<file path="config.mk">
export PLATFORM = sky130hd
export DESIGN_NAME = imvm_rowsum
export DESIGN_NICKNAME = d
export VERILOG_FILES = /design/src/sv/imvm_pkg.sv /design/src/sv/imvm_rowsum.sv
export SDC_FILE = /design/constraint.sdc
export NUM_CORES = 2
export LEC_CHECK = 0
export BUFFER_PORTS_ARGS = -buffer_cell sky130_fd_sc_hd__buf_2
export CAP_MARGIN = 20
export CORE_MARGIN = 4
export CORE_UTILIZATION = 35
export CTS_BUF_LIST = sky130_fd_sc_hd__clkbuf_2 sky130_fd_sc_hd__clkbuf_4 sky130_fd_sc_hd__clkbuf_8
export DETAILED_ROUTE_END_ITERATION = 10
export SLEW_MARGIN = 10
export SYNTH_ARGS = -nofsm -noshare
export SYNTH_HDL_FRONTEND = slang
export SYNTH_SLANG_ARGS = --single-unit
</file>
<file path="constraint.sdc">
create_clock -name aclk -period 8.8 [get_ports aclk]
set_clock_uncertainty 0.05 [all_clocks]
set_input_delay 0.88 -clock aclk [delete_from_list [all_inputs] [get_ports aclk]]
set_output_delay 0.88 -clock aclk [all_outputs]
set_load 0.02 [all_outputs]
</file>
<file path="src/sv/imvm_pkg.sv">
// Package for the iterated matrix-vector multiply core.
// Holds beat types, command and register codes, and the MAC tag/result structs.
// No dependencies.
`timescale 1ns / 1ps
`default_nettype none

package imvm_pkg;

    // Fixed field widths
    localparam int ELEM_W      = 32;
    localparam int FRAC_W      = 16;
    localparam int PROD_W      = 2 * ELEM_W;
    localparam int IDX_FIELD_W = 6;
    localparam int CMD_W       = 2;
    localparam int SIZE_W      = 7;
    localparam int ITER_W      = 16;

    // Configuration port
    localparam int CFG_IDX_W  = 1;
    localparam int CFG_DATA_W = ITER_W;

    localparam logic [CFG_IDX_W-1:0] REG_MATRIX_SIZE = 1'd0;
    localparam logic [CFG_IDX_W-1:0] REG_ITER_COUNT  = 1'd1;

    localparam logic [SIZE_W-1:0] MATRIX_SIZE_RST = 7'd64;
    localparam logic [ITER_W-1:0] ITER_COUNT_RST  = 16'd1;

    // Commands
    localparam logic [CMD_W-1:0] CMD_WR_MATRIX = 2'd0;
    localparam logic [CMD_W-1:0] CMD_WR_VECTOR = 2'd1;
    localparam logic [CMD_W-1:0] CMD_RUN       = 2'd2;

    typedef struct packed {
        logic [CMD_W-1:0]        cmd;
        logic [IDX_FIELD_W-1:0]  row_index;
        logic [IDX_FIELD_W-1:0]  col_index;
        logic signed [ELEM_W-1:0] elem_value;
    } s_beat_t;

    typedef struct packed {
        logic [IDX_FIELD_W-1:0]  out_index;
        logic signed [ELEM_W-1:0] out_value;
        logic                    out_last;
        logic                    out_saturated;
    } m_beat_t;

    // Tag that travels with each operand pair into the MAC
    typedef struct packed {
        logic vld;
        logic first;
        logic last;
    } mac_tag_t;

    // Finished row sum
    typedef struct packed {
        logic                    vld;
        logic                    ovf;
        logic signed [ELEM_W-1:0] value;
    } row_result_t;

endpackage

`default_nettype wire

</file>
<file path="src/sv/imvm_rowsum.sv">
// Shared multiply-accumulate unit: one product per cycle, then round and saturate.
// Takes tagged operand pairs, returns one row_result_t beat per row.
// Depends on imvm_pkg.
`timescale 1ns / 1ps
`default_nettype none

module imvm_rowsum #(
    parameter int MAX_SIZE    = 64,
    parameter int VALUE_WIDTH = 32
) (
    input  wire logic                             aclk,
    input  wire logic                             aresetn,
    input  wire imvm_pkg::mac_tag_t               op_tag,
    input  wire logic signed [imvm_pkg::ELEM_W-1:0] mat_val,
    input  wire logic signed [imvm_pkg::ELEM_W-1:0] vec_val,
    output imvm_pkg::row_result_t                 result
);
    import imvm_pkg::*;

    localparam int LogSize = (MAX_SIZE > 1) ? $clog2(MAX_SIZE) : 1;
    localparam int AccW    = PROD_W + LogSize + 1;
    localparam int RndW    = AccW - FRAC_W;
    localparam int SatBits = (VALUE_WIDTH < ELEM_W) ? VALUE_WIDTH : ELEM_W;

    localparam logic signed [AccW-1:0] RoundHalf =
        {{(AccW-FRAC_W){1'b0}}, 1'b1, {(FRAC_W-1){1'b0}}};
    localparam logic signed [RndW-1:0] SatMax =
        {{(RndW-SatBits+1){1'b0}}, {(SatBits-1){1'b1}}};
    localparam logic signed [RndW-1:0] SatMin = ~SatMax;

    // Stage 1: product
    mac_tag_t                 tag1_reg;
    logic signed [PROD_W-1:0] prod_reg;
    logic signed [PROD_W-1:0] prod_next;

    // Stage 2: accumulator
    logic signed [AccW-1:0]   acc_reg;
    logic signed [AccW-1:0]   acc_next;
    logic                     acc_done_reg;

    // Stage 3: rounded sum
    logic signed [AccW-1:0]   rnd_sum;
    logic signed [RndW-1:0]   rnd_reg;
    logic                     rnd_vld_reg;

    // Stage 4: saturated result
    logic signed [RndW-1:0]   clip_wide;
    logic signed [SatBits-1:0] clip_narrow;
    logic                     ovf_next;
    row_result_t              result_reg;
    row_result_t              result_next;

    assign prod_next = mat_val * vec_val;

    // Restart the sum on the first product of a row
    always_comb begin
        if (tag1_reg.first) begin
            acc_next = AccW'(prod_reg);
        end else begin
            acc_next = acc_reg + AccW'(prod_reg);
        end
    end

    // Round half up, then drop the fraction
    assign rnd_sum = acc_reg + RoundHalf;

    always_comb begin
        ovf_next  = 1'b0;
        clip_wide = rnd_reg;
        if (rnd_reg > SatMax) begin
            ovf_next  = 1'b1;
            clip_wide = SatMax;
        end else if (rnd_reg < SatMin) begin
            ovf_next  = 1'b1;
            clip_wide = SatMin;
        end
        clip_narrow       = clip_wide[SatBits-1:0];
        result_next.vld   = rnd_vld_reg;
        result_next.ovf   = ovf_next;
        result_next.value = ELEM_W'(clip_narrow);
    end

    // Control
    always_ff @(posedge aclk) begin
        if (!aresetn) begin
            tag1_reg       <= '0;
            acc_done_reg   <= 1'b0;
            rnd_vld_reg    <= 1'b0;
            result_reg.vld <= 1'b0;
        end else begin
            tag1_reg       <= op_tag;
            acc_done_reg   <= tag1_reg.vld & tag1_reg.last;
            rnd_vld_reg    <= acc_done_reg;
            result_reg.vld <= result_next.vld;
        end
    end

    // Datapath
    always_ff @(posedge aclk) begin
        if (op_tag.vld) begin
            prod_reg <= prod_next;
        end
        if (tag1_reg.vld) begin
            acc_reg <= acc_next;
        end
        if (acc_done_reg) begin
            rnd_reg <= rnd_sum[AccW-1:FRAC_W];
        end
        if (rnd_vld_reg) begin
            result_reg.ovf   <= result_next.ovf;
            result_reg.value <= result_next.value;
        end
    end

    assign result = result_reg;

endmodule

`default_nettype wire

</file>
Word-level counts from Yosys, hierarchy flattened
Cells that the tools add are included.
Storage, ports and cells
  bits of input ports: 69
  register bits after elaboration: 229
  word-level logic and storage cells: 20
  output and inout port bits: 34
Cells by class
  $mul: 1
  mux-type cells: 3
  bitwise gates (word level): 1
  magnitude comparators: 2
  add/subtract/negate cells: 2
Operator list (count)
  $add A71 B17 Y71 const B: 1
  $add A71 B64 Y71: 1
  $mux W71: 1
  $mul A32 B32 Y64: 1
  $gt A55 B32 Y1 const B: 1
  $lt A55 B32 Y1 const B: 1
  $mux W32: 1
  $and A1 B1 Y1: 1
  $mux W1: 1

Longest topological paths before layout
  word-level depth: 2
  gate-level depth with buffers: 28
  depth with buffers taken out: 26

Worst setup path before layout
Ideal clock, no wire load.
  path kind: input port to flip-flop
  start: in vec_val[2] (netlist name)
  end: reg prod_reg[58] (data pin)
  library setup time: 0.270 ns
  slack: 0.401 ns
  cell stages on the path: 23
  required time: 8.480 ns
  arrival time: 8.080 ns
  path buffers: 2
  path through: clkbuf_1 nand2_1 inv_1 fa_1 fa_1 fa_1 fa_1 inv_1 fa_1 inv_1 fa_1 fa_1 fa_1 ha_1 clkbuf_1 a21o_1 a2111oi_0 nor3b_1 o21a_1 nor2_1 o21a_1 a211o_1 o311ai_1
Between the ends
  cells in the longest elaborated chain, start to end: 1
Ends and longest elaborated chain
  from (decl): line imvm_rowsum.sv:15  | input wire logic signed [imvm_pkg::ELEM_W-1:0] vec_val,
  $mul A32 B32 Y64: line imvm_rowsum.sv:53  | assign prod_next = mat_val * vec_val;
  named net prod_next[58]: line imvm_rowsum.sv:34  | logic signed [PROD_W-1:0] prod_next;
  to (signal assigned): line imvm_rowsum.sv:101  | prod_reg <= prod_next;
  to (decl): line imvm_rowsum.sv:33  | logic signed [PROD_W-1:0] prod_reg;
The timed path passes the listed nets, and every way through them passes these cells.
A chain may end at the register's enable or synchronous reset.

Worst setup path after layout
  start: in vec_val[11] (netlist name)
  end: reg prod_reg[61] (data pin)
The elaborated chain is that of the path after synthesis.

==> PnR_summary.wiki <==
{| class="wikitable"
! Metric !! Value
|-
| Run status || complete, no violations
|-
| Final Hold Viols || 0
|-
| Number of fill cells in the layout || between 10000 and 15000
|-
| Number of antenna violations at the first check in global routing || 4
|-
| Primary FF master, synth || edfxtp_1
|-
| Pin count of the biggest net entering global routing || 73
|-
| Crit path max-delay cell type || fa_1
|-
| Mapped Area || 50100 um2
|-
| # hold bufs at CTS || 0
|-
| Routed length per instance || around 18 um
|-
| Sequential cell area fraction in the yosys report || 0.136
|-
| Dominant cell by count in the synthesized netlist || fa_1
|-
| Top Family by Delay on Critical Path || adder cells
|-
| Worst hold slack across all endpoints || roughly 430 ps
|-
| Post-synthesis instance total || ~5300
|-
| Setup bufs post-CTS || 0
|-
| Syn_area_per_cell || roughly 9.5 um2
|-
| Skew-Pair Late Insertion Delay || between 500 and 600 ps
|-
| RR Endpoint || acc_reg[64]
|-
| Synth Net Count || approximately 6700
|-
| Worst reg2reg path startpoint || acc_reg[18]
|-
| Stage delay of the slowest cell on the critical path || 560 ps
|-
| Final-report setup violation count || 0
|-
| I/O pins || approximately 100
|-
| Number of max-slew violations in the final report || 0
|-
| Cell with the most instances on the worst path || fa_1
|-
| Number of sinks on the clock net || 229
|-
| Fin Setup TNS || 0 ps
|-
| Cell depth of the worst flop-to-flop path || 10
|-
| Ranking of synthesized cells by area || fa_1 43%, edfxtp_1 13%, inv_1 8.0%, and2_1 6.6%, ha_1 6.4%
|-
| Total die area || roughly 150000 um2
|-
| Clock period minus worst slack || a little over 8000 ps
|-
| Commonest cells in the synthesized netlist || 1083 x fa_1, 1068 x inv_1, 735 x nand2_1
|-
| First-pass GRT wire length || 215000 um
|-
| Type of element capturing the critical path || flip-flop
|-
| Wire length reported by the detailed router || roughly 130000 um
|-
| Setup slack of the worst register-to-register path || 4640 ps
|-
| TritonCTS clock tree || done
|-
| Number of buffers on the longest clock path || 3
|-
| Share of flip-flops with an asynchronous set or reset || 0
|-
| Number of enable-type register cells in the synthesized netlist || 223
|-
| Overall Global Routing Usage || 0.180
|-
| Number of buffers created by CTS || 38
|-
| Synth area leader || fa_1
|-
| GR Overflow Total || 0
|-
| Reported max-cap violation count || 0
|-
| Estimated wirelength of the detail-placed design || 112000 um
|-
| Worst min-delay path category || reg -> reg
|-
| H-tree depth || 2
|-
| Number of gates resized after CTS || 0
|-
| RSZ-0062 raised after global routing || false
|-
| Core Area || around 140000 um2
|-
| Worst Tran Pin Value || between 900 and 1000 ps
|-
| Synthesis-stage register bit count || 229
|-
| Chip width || about 390 um
|-
| Total number of cells along the worst setup path || 24
|-
| Number of distinct library cells after synthesis || between 70 and 80
|-
| Area growth syn-to-layout || 8.17%
|-
| Arrival time reported for the critical path endpoint || 8370 ps
|-
| FMAX || 124 MHz
|-
| Count of TritonRoute iterations in the first routing pass || 7
|-
| Via count of the first global-routing pass || between 30000 and 40000
|-
| Crit share post-route || 0.919
|-
| Initial core utilization || 0.353
|-
| Site Rows || between 100 and 150
|-
| Fin nets || 6738
|-
| Start point of the worst hold path || tag1_reg[0]
|-
| Total of warnings raised by yosys || 0
|-
| Final GP Congestion || around 0.89
|-
| Share of cells above drive strength 1 || 0.0676
|-
| Post-DRT Antenna Nets || 0
|-
| Post-Place Worst Slack || approximately 140 ps
|-
| Cell count of the worst hold path || 1
|-
| Final worst slack || a little over 700 ps
|-
| Remaining routing DRC violations || 0
|-
| Max reg flops || just over 70
|-
| Proportion of netlist area held by the largest area contributor || 0.433
|-
| Headroom to the max-slew limit || 0.344
|-
| Number of DRC markers after the initial detailed-route iteration || ~2300
|-
| CP Max Fanout || 27
|-
| Endpoint required time on the critical path || 9080 ps
|-
| Worst path bufs/invs || 5
|-
| WS Path Type || in -> reg
|-
| Reg clk slew, reported paths || approximately 60 ps
|-
| Series of cell instances along the critical path || buf_2 > and2_1 > fa_1 > fa_1 > fa_1 > inv_1 > fa_1 > inv_1 > fa_1 > fa_1 > fa_1 > inv_1 > fa_1 > inv_1 > ha_1 > nand3_1 > nor3_1 > nand4_1 > o22a_1 > nand2_1 > nor2_1 > o311a_1 > o21a_1 > o311ai_0
|-
| Number of buffer cells added on primary ports || 102
|-
| Via count || between 30000 and 40000
|-
| Startpoint Class || primary input
|-
| Endpoint with the worst hold slack || acc_done_reg
|-
| Drt via density || 4.90
|-
| Cell chosen for the clock root || clkbuf_8
|-
| Final Util || 0.382
|-
| Die extent in y || roughly 390 um
|}
## area by class of cell
class,count,area (um2),area share
diodes,3,7.51,0.000139
flip-flops and latches,229,6820,0.126
multi-input cells,3716,38200,0.705
clock buffers,51,627,0.0116
clock inverters,11,108,0.00199
well taps,1890,2360,0.0437
inverters,1068,4010,0.0740
repair buffers,278,2050,0.0378
## layer usage
metal,GRT usage,up-vias,share of wire
met1,0.258,18300,0.47
met4,0.0320,2,0.018
met5,0,-,0.000053
li1,-,16200,-
met3,0.0199,138,0.049
met2,0.299,862,0.46
## kinds of logic (layout without fill, tap and decap cells)
group           after synthesis  after routing  share of synthesized area
compound gates              531            531                     0.0687
simple gates               1669           1669                      0.165
flops                       229            229                      0.136
other cells                   0              3                          0
mux                           7              7                    0.00142
buf+inv                    1346           1408                      0.102
xor+xnor                    171            171                     0.0299
fa+ha+maj                  1338           1338                      0.497
## worst max-delay path by stage
stage	start	end	slack, ps
floorplan	vec_val[2]	prod_reg[58]	400
global placement	vec_val[9]	prod_reg[46]	190
detailed placement	vec_val[9]	prod_reg[61]	140
CTS	vec_val[9]	prod_reg[61]	730
global route	mat_val[8]	prod_reg[46]	330
finish	vec_val[11]	prod_reg[61]	710
## cell usage in the layout (no fill, tap or decap), types with 8 or more instances in the layout
cell and instances:
buf_12 16, a31oi_1 16, o21bai_1 29, and4_1 12
ha_1 255, nand3_1 70, clkbuf_8 39, o21a_1 21
a21o_1 72, o31ai_1 13, nor3_1 31, nor2b_1 10
nand2_1 735, nand2b_1 24, clkbuf_4 12, nor4_1 12
a21boi_0 10, or3_1 8, a211oi_1 18, nor2_1 128
fa_1 1083, buf_2 102, o211ai_1 10, xnor2_1 110
xor2_1 61, inv_1 1068, edfxtp_1 223, and2_1 532
and3_1 29, o21ai_0 124, a211o_1 12, nand4_1 48
buf_4 158, a21oi_1 130
## worst register-to-register path: stages (launching register included)
cell and delay (ps):
edfxtp_1 500, ha_1 570, nand4_4 160, or4_1 540, a211o_1 310, nand4b_2 170, nand4_4 160, a2111oi_4 670
o21ai_2 170, o311a_1 320, a211o_1 260
## stage by stage
step           cells  area [um2]
5_1_grt         7244       54100
3_5_place_dp    7181       53400
2_1_floorplan   5291       50100
4_1_cts         7243       54100
3_3_place_gp    7179       53400
6_report        7246       54100
Power is left out: the tool's default activity adds up to more than one toggle a clock period on the data nets, which glitch-free logic cannot reach.
